`config.mk`:
```
export PLATFORM = sky130hd
export DESIGN_NAME = wall_follow_pid_steering_core_flat
export DESIGN_NICKNAME = d
export VERILOG_FILES = /design/src/design/wfpid_pkg.sv /design/src/design/wfpid_req_if.sv /design/src/design/wfpid_rsp_if.sv /design/src/design/wall_follow_pid_steering_core.sv /design/src/design/wfpid_csr.sv /design/src/flat_wrapper.sv
export SDC_FILE = /design/constraint.sdc
export NUM_CORES = 2
export LEC_CHECK = 0
export ABC_AREA = 1
export BUFFER_PORTS_ARGS = -buffer_cell sky130_fd_sc_hd__clkbuf_2
export CELL_PAD_IN_SITES_DETAIL_PLACEMENT = 1
export CELL_PAD_IN_SITES_GLOBAL_PLACEMENT = 2
export CORE_ASPECT_RATIO = 0.75
export CORE_MARGIN = 4
export CORE_UTILIZATION = 42
export DETAILED_ROUTE_END_ITERATION = 16
export PLACE_DENSITY = 0.95
export SLEW_MARGIN = 20
export SYNTH_ARGS = -nofsm -noshare
export SYNTH_HDL_FRONTEND = slang
export SYNTH_SLANG_ARGS = --single-unit
export TNS_END_PERCENT = 5
```
`constraint.sdc`:
```
create_clock -name clock -period 39.2 [get_ports clock]
set_clock_uncertainty 0.2 [all_clocks]
set_input_delay 3.92 -clock clock [delete_from_list [all_inputs] [get_ports clock]]
set_output_delay 3.92 -clock clock [all_outputs]
set_load 0.01 [all_outputs]
```
`src/design/wfpid_pkg.sv`:
```
// Shared types, constants and tables of the wall-following PID steering core.
// No dependencies; the core and the register file refer to it by scoped names.
`default_nettype none

package wfpid_pkg;

   // Parameter defaults
   localparam int MAX_SAMPLES_DEF    = 2048;
   localparam int CORDIC_STEPS_DEF   = 16;
   localparam int GAIN_FRAC_BITS_DEF = 24;

   // Configuration port
   localparam int CSR_ADDR_W = 5;
   localparam int CSR_DATA_W = 32;

   // Register indexes (byte address is 4 * index)
   localparam logic [2:0] REG_INDEX_NEAR    = 3'd0;
   localparam logic [2:0] REG_INDEX_FAR     = 3'd1;
   localparam logic [2:0] REG_DESIRED_DIST  = 3'd2;
   localparam logic [2:0] REG_LOOKAHEAD     = 3'd3;
   localparam logic [2:0] REG_GAIN_P        = 3'd4;
   localparam logic [2:0] REG_GAIN_I        = 3'd5;
   localparam logic [2:0] REG_GAIN_D        = 3'd6;

   // Register reset values
   localparam logic [10:0] INDEX_NEAR_RST = 11'd720;
   localparam logic [10:0] INDEX_FAR_RST  = 11'd570;
   localparam logic [15:0] DESIRED_RST    = 16'd700;
   localparam logic [15:0] LOOKAHEAD_RST  = 16'd400;
   localparam logic [27:0] GAIN_P_RST     = 28'd41943040;
   localparam logic [27:0] GAIN_I_RST     = 28'd1678;
   localparam logic [27:0] GAIN_D_RST     = 28'd12582912;

   // Fixed-point constants
   localparam logic [15:0] SIN_THETA_Q16 = 16'd39896;
   localparam logic [15:0] COS_THETA_Q16 = 16'd51993;
   localparam logic [31:0] INV_GAIN_Q30  = 32'd652032874;
   localparam logic [9:0]  DIVISOR       = 10'd1000;
   // ceil(2^36 / 1000): exact quotient for any dividend below 2^26
   localparam logic [26:0] RECIP_1000    = 27'd68719477;
   localparam int          RECIP_SHIFT   = 36;
   localparam logic [18:0] SLOW_LIMIT    = 19'd5719;
   localparam logic [18:0] MID_LIMIT     = 19'd11438;
   localparam logic [10:0] SPEED_FAST    = 11'd1500;
   localparam logic [10:0] SPEED_MID     = 11'd1000;
   localparam logic [10:0] SPEED_SLOW    = 11'd500;

   // PID term select
   localparam logic [1:0] TERM_P = 2'd0;
   localparam logic [1:0] TERM_I = 2'd1;
   localparam logic [1:0] TERM_D = 2'd2;

   typedef struct packed {
      logic [10:0] index_near;
      logic [10:0] index_far;
      logic [15:0] desired_distance_mm;
      logic [15:0] lookahead_mm;
      logic [27:0] gain_p;
      logic [27:0] gain_i;
      logic [27:0] gain_d;
   } cfg_type;

   // atan(2^-i) in Q24 radians
   function automatic logic [23:0] atan_q24(input logic [4:0] idx);
      logic [23:0] val;
      unique case (idx)
         5'd0:  val = 24'd13176795;
         5'd1:  val = 24'd7778716;
         5'd2:  val = 24'd4110060;
         5'd3:  val = 24'd2086331;
         5'd4:  val = 24'd1047214;
         5'd5:  val = 24'd524117;
         5'd6:  val = 24'd262123;
         5'd7:  val = 24'd131069;
         5'd8:  val = 24'd65536;
         5'd9:  val = 24'd32768;
         5'd10: val = 24'd16384;
         5'd11: val = 24'd8192;
         5'd12: val = 24'd4096;
         5'd13: val = 24'd2048;
         5'd14: val = 24'd1024;
         5'd15: val = 24'd512;
         5'd16: val = 24'd256;
         5'd17: val = 24'd128;
         5'd18: val = 24'd64;
         5'd19: val = 24'd32;
         5'd20: val = 24'd16;
         5'd21: val = 24'd8;
         5'd22: val = 24'd4;
         5'd23: val = 24'd2;
         default: val = 24'd0;
      endcase
      return val;
   endfunction

endpackage

`default_nettype wire

```
`src/design/wfpid_req_if.sv`:
```
// Input channel: one lidar range sample per item.
// No dependencies.
`default_nettype none

interface wfpid_req_if;
   logic        valid;
   logic        ready;
   logic [15:0] range_mm;
   logic        scan_last;

   modport source (output valid, output range_mm, output scan_last, input ready);
   modport sink   (input valid, input range_mm, input scan_last, output ready);
endinterface

`default_nettype wire

```
`src/design/wfpid_rsp_if.sv`:
```
// Result channel: steering angle, speed tier and error per scan.
// No dependencies.
`default_nettype none

interface wfpid_rsp_if;
   logic               valid;
   logic               ready;
   logic signed [18:0] steering_rad;
   logic        [10:0] speed_mm_s;
   logic signed [17:0] error_mm;

   modport source (output valid, output steering_rad, output speed_mm_s,
                   output error_mm, input ready);
   modport sink   (input valid, input steering_rad, input speed_mm_s,
                   input error_mm, output ready);
endinterface

`default_nettype wire

```
`src/design/wall_follow_pid_steering_core.sv`:
```
// Wall-following PID steering core: sample capture, CORDIC and PID sequencer.
// Depends on wfpid_pkg, wfpid_req_if, wfpid_rsp_if and wfpid_csr.
// Other samples: one per cycle. A scan end gives its item after acceptance, two CORDIC
// passes and three PID terms (each with a 4-step /1000), sooner when both ranges are
// zero or a term caps early; ready again in the cycle that the item is given.
// Last step waits while the previous item is pending. Sync reset: defaults, state cleared.
`default_nettype none

module wall_follow_pid_steering_core #(
   parameter int MAX_SAMPLES    = wfpid_pkg::MAX_SAMPLES_DEF,
   parameter int CORDIC_STEPS   = wfpid_pkg::CORDIC_STEPS_DEF,
   parameter int GAIN_FRAC_BITS = wfpid_pkg::GAIN_FRAC_BITS_DEF
) (
   input  wire logic                             clock,
   input  wire logic                             reset,
   wfpid_req_if.sink                             req_ch,
   wfpid_rsp_if.source                           rsp_ch,
   input  wire logic                             psel,
   input  wire logic                             penable,
   input  wire logic                             pwrite,
   input  wire logic [wfpid_pkg::CSR_ADDR_W-1:0] paddr,
   input  wire logic [wfpid_pkg::CSR_DATA_W-1:0] pwdata,
   output      logic [wfpid_pkg::CSR_DATA_W-1:0] prdata,
   output      logic                             pready
);

   localparam int CNT_W = $clog2(MAX_SAMPLES);
   localparam int CMP_W = (CNT_W > 11) ? CNT_W : 11;

   typedef enum logic [15:0] {
      ST_IDLE     = 16'h0001,
      ST_MUL_X    = 16'h0002,
      ST_MUL_Y    = 16'h0004,
      ST_VEC_INIT = 16'h0008,
      ST_VEC      = 16'h0010,
      ST_ROT_INIT = 16'h0020,
      ST_ROT      = 16'h0040,
      ST_PROJ_C   = 16'h0080,
      ST_PROJ_S   = 16'h0100,
      ST_ERR      = 16'h0200,
      ST_TERM_HI  = 16'h0400,
      ST_TERM_LO  = 16'h0800,
      ST_TERM_SUM = 16'h1000,
      ST_DIV      = 16'h2000,
      ST_TERM_FIN = 16'h4000,
      ST_OUT      = 16'h8000
   } state_type;

   wfpid_pkg::cfg_type cfg;

   wfpid_csr u_csr (
      .clock   (clock),
      .reset   (reset),
      .psel    (psel),
      .penable (penable),
      .pwrite  (pwrite),
      .paddr   (paddr),
      .pwdata  (pwdata),
      .prdata  (prdata),
      .pready  (pready),
      .cfg     (cfg)
   );

   state_type            state_ff, state_in;
   logic [CNT_W-1:0]     count_ff;
   logic [15:0]          range_near_ff, range_far_ff;
   logic signed [17:0]   last_error_ff;
   logic signed [39:0]   error_sum_ff;
   logic signed [17:0]   e_ff;
   logic signed [18:0]   diff_ff;
   logic signed [50:0]   prod_ff;
   logic signed [37:0]   x_ff, y_ff;
   logic signed [26:0]   z_ff;
   logic [4:0]           step_ff;
   logic signed [51:0]   acc_ff;
   logic [1:0]           term_ff;
   logic                 neg_ff, over_ff;
   logic [48:0]          hi_ff;
   logic [63:0]          quot_ff;
   logic [9:0]           rem_ff;
   logic [1:0]           chunk_ff;
   logic signed [44:0]   steer_ff;
   logic                 rsp_valid_ff;
   logic signed [18:0]   rsp_steer_ff;
   logic [10:0]          rsp_speed_ff;
   logic signed [17:0]   rsp_error_ff;

   // input handshake: samples taken only while the sequencer is idle
   logic req_fire;
   assign req_ch.ready = (state_ff == ST_IDLE);
   assign req_fire     = req_ch.valid && req_ch.ready;

   // result register free when empty or being taken this cycle
   logic out_free;
   assign out_free = !rsp_valid_ff || rsp_ch.ready;

   assign rsp_ch.valid        = rsp_valid_ff;
   assign rsp_ch.steering_rad = rsp_steer_ff;
   assign rsp_ch.speed_mm_s   = rsp_speed_ff;
   assign rsp_ch.error_mm     = rsp_error_ff;

   // sample index compare and wrap
   logic [CMP_W-1:0] count_ext;
   logic             hit_near, hit_far, count_wrap;
   assign count_ext  = CMP_W'(count_ff);
   assign hit_near   = count_ext == CMP_W'(cfg.index_near);
   assign hit_far    = count_ext == CMP_W'(cfg.index_far);
   assign count_wrap = (32'(count_ff) + 32'd1) >= 32'(MAX_SAMPLES);

   // PID term operand and magnitude
   logic signed [39:0] term_val;
   logic [39:0]        term_mag;
   logic [27:0]        term_gain;
   always_comb begin
      unique case (term_ff)
         wfpid_pkg::TERM_P: begin
            term_val  = 40'(e_ff);
            term_gain = cfg.gain_p;
         end
         wfpid_pkg::TERM_I: begin
            term_val  = error_sum_ff;
            term_gain = cfg.gain_i;
         end
         default: begin
            term_val  = 40'(diff_ff);
            term_gain = cfg.gain_d;
         end
      endcase
      term_mag = term_val[39] ? 40'(-term_val) : 40'(term_val);
   end

   // divide by 1000 operand: remainder so far and the next 16 dividend bits
   logic [25:0] div_num;
   assign div_num = {rem_ff, quot_ff[63:48]};

   // shared multiplier
   logic signed [32:0] mul_a, mul_b;
   logic signed [65:0] mul_p;
   always_comb begin
      mul_a = '0;
      mul_b = '0;
      unique case (state_ff)
         ST_MUL_X: begin
            mul_a = $signed({17'd0, range_far_ff});
            mul_b = $signed({17'd0, wfpid_pkg::SIN_THETA_Q16});
         end
         ST_MUL_Y: begin
            mul_a = $signed({17'd0, range_far_ff});
            mul_b = $signed({17'd0, wfpid_pkg::COS_THETA_Q16});
         end
         ST_PROJ_C: begin
            mul_a = $signed({17'd0, range_near_ff});
            mul_b = x_ff[32:0];
         end
         ST_PROJ_S: begin
            mul_a = $signed({17'd0, cfg.lookahead_mm});
            mul_b = y_ff[32:0];
         end
         ST_TERM_HI: begin
            mul_a = $signed({5'd0, term_gain});
            mul_b = $signed({13'd0, term_mag[39:20]});
         end
         ST_TERM_LO: begin
            mul_a = $signed({5'd0, term_gain});
            mul_b = $signed({13'd0, term_mag[19:0]});
         end
         ST_DIV: begin
            mul_a = $signed({7'd0, div_num});
            mul_b = $signed({6'd0, wfpid_pkg::RECIP_1000});
         end
         default: begin
            mul_a = '0;
            mul_b = '0;
         end
      endcase
      mul_p = mul_a * mul_b;
   end

   // 16-bit quotient digit by reciprocal multiplication, then the remainder
   logic [15:0] div_q;
   logic [25:0] div_back;
   assign div_q    = mul_p[wfpid_pkg::RECIP_SHIFT+15:wfpid_pkg::RECIP_SHIFT];
   assign div_back = 26'(div_q) * 26'(wfpid_pkg::DIVISOR);

   // shared CORDIC stage
   logic signed [37:0] dx, dy;
   logic signed [26:0] ang;
   logic               cordic_last;
   assign dx          = y_ff >>> step_ff;
   assign dy          = x_ff >>> step_ff;
   assign ang         = $signed({3'd0, wfpid_pkg::atan_q24(step_ff)});
   assign cordic_last = step_ff == 5'(CORDIC_STEPS - 1);

   // error and integral update
   logic signed [51:0] err_full;
   logic signed [21:0] err_wide;
   logic signed [17:0] err_sat;
   logic signed [40:0] sum_wide;
   logic signed [39:0] sum_sat;
   always_comb begin
      err_full = acc_ff - 52'(prod_ff);
      err_wide = err_full[51:30];
      if (err_wide > 22'sd131071)       err_sat = 18'sd131071;
      else if (err_wide < -22'sd131072) err_sat = -18'sd131072;
      else                              err_sat = err_wide[17:0];
      sum_wide = 41'(error_sum_ff) + 41'(err_sat);
      if (sum_wide > 41'sd549755813887)       sum_sat = 40'sh7F_FFFF_FFFF;
      else if (sum_wide < -41'sd549755813888) sum_sat = 40'sh80_0000_0000;
      else                                    sum_sat = sum_wide[39:0];
   end

   // term scaling and cap
   logic [63:0]        scaled;
   logic [40:0]        term_abs;
   logic signed [44:0] term_signed;
   always_comb begin
      scaled = {quot_ff[47:0], 16'd0} >> GAIN_FRAC_BITS;
      if (over_ff || (quot_ff >= 64'h4000_0000_0000))
         term_abs = 41'h100_0000_0000;
      else if (scaled > 64'h100_0000_0000)
         term_abs = 41'h100_0000_0000;
      else
         term_abs = scaled[40:0];
      term_signed = neg_ff ? -$signed({4'd0, term_abs}) : $signed({4'd0, term_abs});
   end

   // output saturation and speed tier
   logic signed [18:0] steer_sat;
   logic [18:0]        steer_mag;
   logic [10:0]        speed;
   always_comb begin
      if (steer_ff > 45'sd262143)       steer_sat = 19'sd262143;
      else if (steer_ff < -45'sd262144) steer_sat = -19'sd262144;
      else                              steer_sat = steer_ff[18:0];
      steer_mag = steer_sat[18] ? 19'(-steer_sat) : 19'(steer_sat);
      priority if (steer_mag <= wfpid_pkg::SLOW_LIMIT) speed = wfpid_pkg::SPEED_FAST;
      else if (steer_mag <= wfpid_pkg::MID_LIMIT)      speed = wfpid_pkg::SPEED_MID;
      else                                             speed = wfpid_pkg::SPEED_SLOW;
   end

   // sequencer
   always_comb begin
      state_in = state_ff;
      unique case (state_ff)
         ST_IDLE:     if (req_fire && req_ch.scan_last) state_in = ST_MUL_X;
         ST_MUL_X:    state_in = ST_MUL_Y;
         ST_MUL_Y:    state_in = ST_VEC_INIT;
         ST_VEC_INIT: state_in = (range_far_ff == '0 && range_near_ff == '0) ?
                                 ST_ROT_INIT : ST_VEC;
         ST_VEC:      if (cordic_last) state_in = ST_ROT_INIT;
         ST_ROT_INIT: state_in = ST_ROT;
         ST_ROT:      if (cordic_last) state_in = ST_PROJ_C;
         ST_PROJ_C:   state_in = ST_PROJ_S;
         ST_PROJ_S:   state_in = ST_ERR;
         ST_ERR:      state_in = ST_TERM_HI;
         ST_TERM_HI:  state_in = ST_TERM_LO;
         ST_TERM_LO:  state_in = ST_TERM_SUM;
         ST_TERM_SUM: state_in = (hi_ff >= 49'h400_0000_0000) ? ST_TERM_FIN : ST_DIV;
         ST_DIV:      if (chunk_ff == 2'd3) state_in = ST_TERM_FIN;
         ST_TERM_FIN: state_in = (term_ff == wfpid_pkg::TERM_D) ? ST_OUT : ST_TERM_HI;
         ST_OUT:      if (out_free) state_in = ST_IDLE;
         default:     state_in = ST_IDLE;
      endcase
   end

   // control state
   always_ff @(posedge clock) begin
      if (reset) begin
         state_ff      <= ST_IDLE;
         count_ff      <= '0;
         range_near_ff <= '0;
         range_far_ff  <= '0;
         last_error_ff <= '0;
         error_sum_ff  <= '0;
         rsp_valid_ff  <= 1'b0;
      end else begin
         state_ff <= state_in;
         if (req_fire) begin
            if (hit_near) range_near_ff <= req_ch.range_mm;
            if (hit_far)  range_far_ff  <= req_ch.range_mm;
            if (req_ch.scan_last || count_wrap) count_ff <= '0;
            else                                count_ff <= count_ff + 1'b1;
         end
         if (state_ff == ST_ERR) begin
            last_error_ff <= err_sat;
            error_sum_ff  <= sum_sat;
         end
         if (state_ff == ST_OUT && out_free) rsp_valid_ff <= 1'b1;
         else if (rsp_ch.ready)              rsp_valid_ff <= 1'b0;
      end
   end

   // datapath
   always_ff @(posedge clock) begin
      prod_ff <= mul_p[50:0];
      unique case (state_ff)
         ST_MUL_Y: x_ff <= prod_ff[37:0];
         ST_VEC_INIT: begin
            y_ff    <= prod_ff[37:0] - $signed({6'd0, range_near_ff, 16'd0});
            z_ff    <= '0;
            step_ff <= '0;
         end
         ST_VEC: begin
            if (!y_ff[37]) begin
               x_ff <= x_ff + dx;
               y_ff <= y_ff - dy;
               z_ff <= z_ff + ang;
            end else begin
               x_ff <= x_ff - dx;
               y_ff <= y_ff + dy;
               z_ff <= z_ff - ang;
            end
            step_ff <= step_ff + 1'b1;
         end
         ST_ROT_INIT: begin
            x_ff    <= $signed({6'd0, wfpid_pkg::INV_GAIN_Q30});
            y_ff    <= '0;
            step_ff <= '0;
         end
         ST_ROT: begin
            if (!z_ff[26]) begin
               x_ff <= x_ff - dx;
               y_ff <= y_ff + dy;
               z_ff <= z_ff - ang;
            end else begin
               x_ff <= x_ff + dx;
               y_ff <= y_ff - dy;
               z_ff <= z_ff + ang;
            end
            step_ff <= step_ff + 1'b1;
         end
         ST_PROJ_S: acc_ff <= $signed({6'd0, cfg.desired_distance_mm, 30'd0})
                              + 52'sd536870912 - 52'(prod_ff);
         ST_ERR: begin
            e_ff     <= err_sat;
            diff_ff  <= 19'(err_sat) - 19'(last_error_ff);
            term_ff  <= wfpid_pkg::TERM_P;
            steer_ff <= '0;
         end
         ST_TERM_HI: neg_ff <= term_val[39];
         ST_TERM_LO: hi_ff <= prod_ff[48:0];
         ST_TERM_SUM: begin
            over_ff  <= hi_ff >= 49'h400_0000_0000;
            quot_ff  <= ({16'd0, hi_ff[47:0]} << 20) + {16'd0, prod_ff[47:0]};
            rem_ff   <= '0;
            chunk_ff <= '0;
         end
         ST_DIV: begin
            rem_ff   <= 10'(div_num - div_back);
            quot_ff  <= {quot_ff[47:0], div_q};
            chunk_ff <= chunk_ff + 1'b1;
         end
         ST_TERM_FIN: begin
            steer_ff <= steer_ff - term_signed;
            term_ff  <= term_ff + 1'b1;
         end
         ST_OUT: begin
            if (out_free) begin
               rsp_steer_ff <= steer_sat;
               rsp_speed_ff <= speed;
               rsp_error_ff <= e_ff;
            end
         end
         default: ;
      endcase
   end

endmodule

`default_nettype wire

```
`src/design/wfpid_csr.sv`:
```
// APB-style register file holding the controller configuration.
// Depends on wfpid_pkg.
`default_nettype none

module wfpid_csr (
   input  wire logic                                 clock,
   input  wire logic                                 reset,
   input  wire logic                                 psel,
   input  wire logic                                 penable,
   input  wire logic                                 pwrite,
   input  wire logic [wfpid_pkg::CSR_ADDR_W-1:0]     paddr,
   input  wire logic [wfpid_pkg::CSR_DATA_W-1:0]     pwdata,
   output      logic [wfpid_pkg::CSR_DATA_W-1:0]     prdata,
   output      logic                                 pready,
   output      wfpid_pkg::cfg_type                   cfg
);

   wfpid_pkg::cfg_type cfg_ff, cfg_in;
   logic               wr_en;
   logic [2:0]         reg_idx;

   assign pready  = 1'b1;
   assign wr_en   = psel & penable & pwrite;
   assign reg_idx = paddr[4:2];
   assign cfg     = cfg_ff;

   // register writes
   always_comb begin
      cfg_in = cfg_ff;
      if (wr_en) begin
         unique case (reg_idx)
            wfpid_pkg::REG_INDEX_NEAR:   cfg_in.index_near = pwdata[10:0];
            wfpid_pkg::REG_INDEX_FAR:    cfg_in.index_far = pwdata[10:0];
            wfpid_pkg::REG_DESIRED_DIST: cfg_in.desired_distance_mm = pwdata[15:0];
            wfpid_pkg::REG_LOOKAHEAD:    cfg_in.lookahead_mm = pwdata[15:0];
            wfpid_pkg::REG_GAIN_P:       cfg_in.gain_p = pwdata[27:0];
            wfpid_pkg::REG_GAIN_I:       cfg_in.gain_i = pwdata[27:0];
            wfpid_pkg::REG_GAIN_D:       cfg_in.gain_d = pwdata[27:0];
            default:                     cfg_in = cfg_ff;
         endcase
      end
   end

   always_ff @(posedge clock) begin
      if (reset) begin
         cfg_ff.index_near          <= wfpid_pkg::INDEX_NEAR_RST;
         cfg_ff.index_far           <= wfpid_pkg::INDEX_FAR_RST;
         cfg_ff.desired_distance_mm <= wfpid_pkg::DESIRED_RST;
         cfg_ff.lookahead_mm        <= wfpid_pkg::LOOKAHEAD_RST;
         cfg_ff.gain_p              <= wfpid_pkg::GAIN_P_RST;
         cfg_ff.gain_i              <= wfpid_pkg::GAIN_I_RST;
         cfg_ff.gain_d              <= wfpid_pkg::GAIN_D_RST;
      end else begin
         cfg_ff <= cfg_in;
      end
   end

   // read-back
   always_comb begin
      unique case (reg_idx)
         wfpid_pkg::REG_INDEX_NEAR:   prdata = {21'd0, cfg_ff.index_near};
         wfpid_pkg::REG_INDEX_FAR:    prdata = {21'd0, cfg_ff.index_far};
         wfpid_pkg::REG_DESIRED_DIST: prdata = {16'd0, cfg_ff.desired_distance_mm};
         wfpid_pkg::REG_LOOKAHEAD:    prdata = {16'd0, cfg_ff.lookahead_mm};
         wfpid_pkg::REG_GAIN_P:       prdata = {4'd0, cfg_ff.gain_p};
         wfpid_pkg::REG_GAIN_I:       prdata = {4'd0, cfg_ff.gain_i};
         wfpid_pkg::REG_GAIN_D:       prdata = {4'd0, cfg_ff.gain_d};
         default:                     prdata = '0;
      endcase
   end

endmodule

`default_nettype wire
```
`src/flat_wrapper.sv`:
```
// flat-port wrapper written by rule: the top's interface ports become plain ports
module wall_follow_pid_steering_core_flat 
#(
   parameter int MAX_SAMPLES    = wfpid_pkg::MAX_SAMPLES_DEF,
   parameter int CORDIC_STEPS   = wfpid_pkg::CORDIC_STEPS_DEF,
   parameter int GAIN_FRAC_BITS = wfpid_pkg::GAIN_FRAC_BITS_DEF
)
  (clock, reset, psel, penable, pwrite, paddr, pwdata, prdata, pready, req_ch_valid, req_ch_range_mm, req_ch_scan_last, req_ch_ready, rsp_ch_valid, rsp_ch_steering_rad, rsp_ch_speed_mm_s, rsp_ch_error_mm, rsp_ch_ready);
  wfpid_req_if req_ch_i ();
  wfpid_rsp_if rsp_ch_i ();
  input  wire logic clock;
  input  wire logic reset;
  input  wire logic psel;
  input  wire logic penable;
  input  wire logic pwrite;
  input  wire logic [wfpid_pkg::CSR_ADDR_W-1:0] paddr;
  input  wire logic [wfpid_pkg::CSR_DATA_W-1:0] pwdata;
  output      logic [wfpid_pkg::CSR_DATA_W-1:0] prdata;
  output      logic pready;
  input wire logic [$bits(req_ch_i.valid)-1:0] req_ch_valid;
  input wire logic [$bits(req_ch_i.range_mm)-1:0] req_ch_range_mm;
  input wire logic [$bits(req_ch_i.scan_last)-1:0] req_ch_scan_last;
  output wire logic [$bits(req_ch_i.ready)-1:0] req_ch_ready;
  output wire logic [$bits(rsp_ch_i.valid)-1:0] rsp_ch_valid;
  output wire logic [$bits(rsp_ch_i.steering_rad)-1:0] rsp_ch_steering_rad;
  output wire logic [$bits(rsp_ch_i.speed_mm_s)-1:0] rsp_ch_speed_mm_s;
  output wire logic [$bits(rsp_ch_i.error_mm)-1:0] rsp_ch_error_mm;
  input wire logic [$bits(rsp_ch_i.ready)-1:0] rsp_ch_ready;
  assign req_ch_i.valid = req_ch_valid;
  assign req_ch_i.range_mm = req_ch_range_mm;
  assign req_ch_i.scan_last = req_ch_scan_last;
  assign req_ch_ready = req_ch_i.ready;
  assign rsp_ch_valid = rsp_ch_i.valid;
  assign rsp_ch_steering_rad = rsp_ch_i.steering_rad;
  assign rsp_ch_speed_mm_s = rsp_ch_i.speed_mm_s;
  assign rsp_ch_error_mm = rsp_ch_i.error_mm;
  assign rsp_ch_i.ready = rsp_ch_ready;
  wall_follow_pid_steering_core #(.MAX_SAMPLES(MAX_SAMPLES), .CORDIC_STEPS(CORDIC_STEPS), .GAIN_FRAC_BITS(GAIN_FRAC_BITS)) u_core (.clock(clock), .reset(reset), .req_ch(req_ch_i), .rsp_ch(rsp_ch_i), .psel(psel), .penable(penable), .pwrite(pwrite), .paddr(paddr), .pwdata(pwdata), .prdata(prdata), .pready(pready));
endmodule
```
Word level (Yosys, flattened, before mapping). Memory sizes are Yosys's and may differ from the RTL's. A register that Yosys moved wholly into a read port is not among the register bits. Cells that the tools add are included.

Register bits after elaboration: 726. Memory bits (read-only): 768. Output and inout port bits: 83. Word-level logic and storage cells: 187. Memories kept: 1.

Reduce and logical (&&, ||, !) cells: 34. Bitwise logic cells: 2. Muxes and demuxes: 45. Magnitude comparators: 12. Eq/ne operators: 33. Multipliers: 2. Shift-type cells: 2. Add/subtract/negate cells: 23.

Memories: (name not given) (depth 32, width 24, rd ports 1, clocked after memory_dff 1, write ports 0, line wfpid_pkg.sv:66) `unique case (idx)`.

Operators with widths (number): one-hot mux 38 bit (4 select lines) (2); one-hot mux 16 bit (16 select lines) (1); one-hot mux 33 bit (7 select lines) (1); one-hot mux 28 bit (7 select lines) (1); 2-to-1 mux 38 bit (4); one-hot mux 28 bit (5 select lines) (1); one-hot mux 64 bit (2 select lines) (1); 2-to-1 mux 40 bit (3); 2-to-1 mux 16 bit (6); one-hot mux 45 bit (2 select lines) (1); 2-to-1 mux 41 bit (2); one-hot mux 27 bit (3 select lines) (1); one-hot mux 40 bit (2 select lines) (1); adder 38 bit (2); >>> shifter 38 x 5 -> 38 bit (2); subtractor 38 bit (2); adder 64 x 48 -> 64 bit (1); >= comparator 64 x 47 -> 1 bit (second input constant) (1); 2-to-1 mux 19 bit (3); one-hot mux 28 bit (2 select lines) (1); 2-to-1 mux 27 bit (2); multiplier 29 x 33 -> 52 bit (1); subtractor 48 x 51 -> 52 bit (1); subtractor 52 x 51 -> 52 bit (1); other kinds (76) (111).

Logic depth before layout (Yosys ltp).
Depth in word-level cells: 9. Mapped depth: 71. Depth with buffers taken out: 69.

Cells and area by module. Synthesis repeated with hierarchy kept, for this count alone.

Cells, all modules: 12959. Area, all modules: 93065.5 um2.

Modules (own cells, without submodules): wall_follow_pid_steering_core (instances 1, cells an instance 11908, area an instance 86475.4 um2); wfpid_csr (instances 1, cells an instance 1051, area an instance 6590.1 um2).

Worst setup path after synthesis. Ideal clock, no wire load.

Path type: register -> register. Start: register u_core.state_ff[0]. End: register u_core.rem_ff[9] (data pin). Arrival time: 12.612 ns. Required time: 38.747 ns. Period minus slack after synthesis: 13.065 ns. Stages on the path, launching flop included: 53. Path slack: 26.135 ns. Cell sequence: dfxtp_1 nor2_1 nand2_1 nor2_2 nand2_1 inv_2 clkbuf_1 o21ai_0 a21oi_1 nor2_2 buf_2 a21oi_1 fa_1 fa_1 fa_1 inv_1 fa_1 inv_1 (+17 left out) or2_2 and2_1 ha_1 ha_1 inv_1 fa_1 inv_1 fa_1 ha_1 xnor2_1 ha_1 a21oi_1 xor2_1 xor2_1 xnor2_1 nand2_1 nand2_1 nor2_1.

Word-level cells in the longest chain between the ends: 7. Elaborated cells on any way between the ends: 16.

Ends and longest elaborated chain: start: declaration (line wall_follow_pid_steering_core.sv:64) `state_type state_ff, state_in;`; start signal: assignment (line wall_follow_pid_steering_core.sv:277) `state_ff <= state_in;`; equality test 16 x 11 -> 1 bit (tied with other cells) (line wall_follow_pid_steering_core.sv:142) `unique case (state_ff)`; OR reduction 2 bit (no line); one-hot mux 28 bit (5 select lines) (line wall_follow_pid_steering_core.sv:142); multiplier 29 x 33 -> 52 bit (*) (line wall_follow_pid_steering_core.sv:176) `mul_p = mul_a * mul_b;`; multiplier 16 x 7 -> 7 bit (*) (line wall_follow_pid_steering_core.sv:183) `assign div_back = 26'(div_q) * 26'(wfpid_pkg::DIVISOR);`; via u_core.div_back[3] (line wall_follow_pid_steering_core.sv:181) `logic [25:0] div_back;`; subtractor 10 bit (*) (line wall_follow_pid_steering_core.sv:349) `rem_ff <= 10'(div_num - div_back);`; one-hot mux 10 bit (2 select lines) (*) (line wall_follow_pid_steering_core.sv:296) `unique case (state_ff)`; end signal: assignment (line wall_follow_pid_steering_core.sv:349); end: declaration (line wall_follow_pid_steering_core.sv:80) `logic [9:0] rem_ff;`.

Mark *: on every way through the listed nets, which the timed path passes. The rest lies on a longest branch. A chain may end at the register's enable or synchronous reset.

Worst setup path after layout.
Start: register u_core.term_ff[0]. End: register u_core.rem_ff[9] (data pin).

Word-level cells in the longest chain between the ends: 9. Elaborated cells on any way between the ends: 12.

Ends and longest elaborated chain: start: declaration (line wall_follow_pid_steering_core.sv:76) `logic [1:0] term_ff;`; start signal: assignment (line wall_follow_pid_steering_core.sv:337) `term_ff <= wfpid_pkg::TERM_P;`; start signal: assignment (line wall_follow_pid_steering_core.sv:355) `term_ff <= term_ff + 1'b1;`; equality test 2 x 1 -> 1 bit / zero test 2 bit (equally long branches) (line wall_follow_pid_steering_core.sv:115) `unique case (term_ff)`; one-hot mux 40 bit (2 select lines) (line wall_follow_pid_steering_core.sv:115); negator 40 bit (line wall_follow_pid_steering_core.sv:129) `term_mag = term_val[39] ? 40'(-term_val) : 40'(term_val);`; 2-to-1 mux 40 bit (line wall_follow_pid_steering_core.sv:129); one-hot mux 33 bit (7 select lines) (line wall_follow_pid_steering_core.sv:142); multiplier 29 x 33 -> 52 bit (*) (line wall_follow_pid_steering_core.sv:176); via u_core.mul_p[39] (line wall_follow_pid_steering_core.sv:138) `logic signed [65:0] mul_p;`; multiplier 16 x 7 -> 7 bit (*) (line wall_follow_pid_steering_core.sv:183); subtractor 10 bit (*) (line wall_follow_pid_steering_core.sv:349); one-hot mux 10 bit (2 select lines) (*) (line wall_follow_pid_steering_core.sv:296).

Marked as above.

==> impl_results.md <==
- Io pins: 144
- Final Max Slew Viols: 0
- Ys async rst share: 0
- Peak Freq: 0.0580 GHz
- Initial antenna violation count: 32
- Initial Util: 0.423
- Num Clock Sinks: 744
- Power Dens Cells: 47.2 nW/um^2
- Worst r2r path cells: 51
- Post-CTS setup buffer count: 0
- CP Data Arrival Time: 17,520 ps
- Ratio of cells with drive above 1 in the final layout: 0.0502
- Number of global-route vias before repair: 93,400
- Largest net degree at the start of global routing: 115
- Crit path required time: 39,500 ps
- Setup TNS: 0 ps
- First-pass GRT wire length: 611,000 microns
- Row cnt: 148
- Worst Setup Start Kind: flip-flop
- Leak: 0.0466 uW
- FILL cells: 27,600
- Initial DRC Count: 10,200
- CTS Hold Bufs: 0
- Top-area cell type share of the netlist area: 0.189
- DP HPWL: 338,000 microns
- Clock tree buffer depth: 3
- Number of port buffers: 127
- Die X: 549 microns
- Reg2reg start: u_core.term_ff[0]
- Leading post-synthesis cells by cell area: fa_1, edfxtp_1, inv_1, nand2_1, ha_1
- Relative slew slack: 0.0913
- Critical path type: reg2reg
- Top sig layer: met5
- CTS root buf: clkbuf_16
- Total power: 4690 uW
- Clk slew on worst S/H paths: 70 ps
- EDFF count, synth: 413
- DRT met1 WL: 183,000 microns
- Total number of H-tree levels: 3
- Final wirelength: 416,000 microns
- Total track usage: 0.359
- Fin worst setup slack: 21,970 ps
- Max cap viols: 0
- Antenna Nets Post-Route: 0
- Cell with the most instances after synthesis: inv_1
- Cts repair resizes: 0
- Hold Path Cell Cnt: 0
- Area leader, netlist: fa_1
- RePlAce Congestion: 1.04
- Worst r2r dst: u_core.rem_ff[9]
- Cell area after synthesis: 92,100 sq um
- DR pass1 iterations: 6
- Unique masters post-synth: 81
- Synth Register Bits: 744
- Pre-CTS setup slack: 22,450 ps
- Status: finished, final reports clean
- Critical path's slowest cell: nand2_1
- Core ar.: 217,000 sq um
- Design Area, Final: 99,400 sq um
- Hold crit path type: reg2reg
- Synth Flop Type: edfxtp_1
- Unrepaired setup endpoints after global routing: no
- Ys Warns: 0
- Via density per instance: 5.89
- Die H: 413 microns
- Period utilisation layout: 0.439
- Final Hold Viols: 0
- Commonest cells in the synthesized netlist: inv_1, nand2_1, nor2_1, a21oi_1, o21ai_0
- GRT overflow: 0
- Crit path capture type: flip-flop
- WL per Instance: 26.5 microns
- Final min period: 17,230 ps
- Worst-Margin Slew: 1350 ps
- Hold path start: u_core.e_ff[16]
- DRC viols: 0
- Via count: 92,500
- Flop2flop setup slack: 21,970 ps
- Post-Synthesis Cells: 12,700
- TritonCTS clock tree: built
- Delay of the slowest critical-path stage: 1050 ps
- Seq/Total Area, Yosys: 0.207
- Total Die Area: 227,000 sq um
- Peak supply drop: 0.0000978 V
- CP max FO: 42
- P&R area growth vs syn: 7.97%
- Hold path endpoint: u_core.rsp_ch.error_mm[16]
- Wire length on met3: 51,100 microns
- Final setup viols: 0
- Syn_area_per_cell: 7.27 sq um
- Nets@finish: 14,200
- Total CTS buffers: 89
- Placed Area: 96,200 sq um
- Met2 wire len: 165,000 microns
- Clock latency at the later pin of the worst-skew pair: 750 ps
## placed cells by master (no fill, tap or decap), types with 21 or more instances in the layout
cell type and instances:
a21boi_0 34, a21o_1 59, a21oi_1 1121, a21oi_2 21, a221oi_1 24, a31oi_1 83, and2_1 21, buf_4 154
clkbuf_16 91, clkbuf_2 127, clkinv_1 27, clkinv_2 21, conb_1 103, dfxtp_1 331, diode_2 26, edfxtp_1 413
fa_1 870, ha_1 603, inv_1 2372, inv_2 24, mux2i_1 66, nand2_1 2329, nand3_1 495, nand4_1 93
nor2_1 1238, nor2_2 26, nor3_1 111, nor4_1 61, o2111ai_1 27, o211ai_1 56, o21a_1 54, o21ai_0 933
o21ai_1 21, o21bai_1 46, o221ai_1 53, o22ai_1 56, or2_2 58, xnor2_1 98, xor2_1 187
## stage by stage
stage / util / std cells / hold WS (ps)
2_1_floorplan: - / 12800 / 206
3_3_place_gp: 0.443 / 15500 / 231
3_5_place_dp: 0.443 / 15500 / 239
4_1_cts: 0.457 / 15700 / 244
5_1_grt: 0.457 / 15700 / 263
6_report: 0.457 / 15700 / 243
## sequential cells by signal (all words and copies together), names as in the netlist, 5 cells and up
signal / flops
u_core.steer_ff: 45
u_core.hi_ff: 49
u_core.x_ff: 38
u_core.range_near_ff: 16
u_core.diff_ff: 19
u_core.step_ff: 5
u_core.acc_ff: 52
u_core.last_error_ff: 18
u_core.count_ext: 11
u_core.y_ff: 38
u_core.rsp_ch.steering_rad: 19
u_core.range_far_ff: 16
u_core.u_csr.cfg: 138
u_core.z_ff: 27
u_core.rem_ff: 10
u_core.rsp_ch.speed_mm_s: 5
u_core.e_ff: 18
u_core.rsp_ch.error_mm: 18
u_core.error_sum_ff: 40
u_core.quot_ff: 64
u_core.ang: 24
u_core.state_ff: 16
u_core.prod_ff: 51
## worst max-delay path by stage
| stage | from | end | slack [ps] |
|---|---|---|---|
| after global routing | u_core.term_ff[0] | u_core.rem_ff[9] | 21650 |
| after global placement | u_core.term_ff[0] | u_core.rem_ff[9] | 22830 |
| after detailed placement | u_core.term_ff[0] | u_core.rem_ff[9] | 22450 |
| after CTS | u_core.term_ff[0] | u_core.rem_ff[9] | 22410 |
| after floorplan | u_core.state_ff[0] | u_core.rem_ff[9] | 26140 |
| final | u_core.term_ff[0] | u_core.rem_ff[9] | 21970 |
## cell families (layout without fill, tap and decap cells)
logic type / Yosys count / after routing / synth area share
and+or+nand+nor: 4519 / 4519 / 0.203
buffers and inverters: 2872 / 2868 / 0.120
adders and majority gates: 1474 / 1474 / 0.271
DFF: 744 / 744 / 0.207
xor gates and xnor gates: 289 / 289 / 0.0275
AOI/OAI and AO/OA: 2695 / 2695 / 0.164
muxes: 66 / 66 / 0.00718
other: 2 / 129 / 0.0000816
## cell type report
type                       instances  area, sq um  share of cell area
sequential                       744        19000               0.191
clock inverter                    56          688             0.00692
clock buffer                     109         2390              0.0241
inverter                        2422         9100              0.0915
multi-input combinational       9146        62700               0.631
timing repair buffer             281         1790              0.0180
antenna                           26         65.1            0.000655
tap                             2925         3660              0.0368
## layer usage
layer  vias up  GRT usage
met2      4724      0.499
met5         -    0.00641
met4        22      0.129
met3       785      0.107
li1      40600          -
met1     46400      0.522
## report_power, final
part / leakage [uW] / switching, uW / internal (uW)
Clock: 0.00150 / 411 / 497
Sequential: 0.00625 / 78.9 / 913
Combinational: 0.0389 / 2000 / 792
Total: 0.0466 / 2490 / 2200
## worst max-delay path, delay by kind of cell, from the launching register on
family	cells	cell delay, ps
XOR/XNOR	4	750
AND/OR/NAND/NOR	16	4940
buffers and inverters	12	2620
adder cells (fa/ha/maj)	16	7070
AO/OA/AOI/OAI	3	920
flip-flops	1	380
Power figures use the tool's default switching activity.
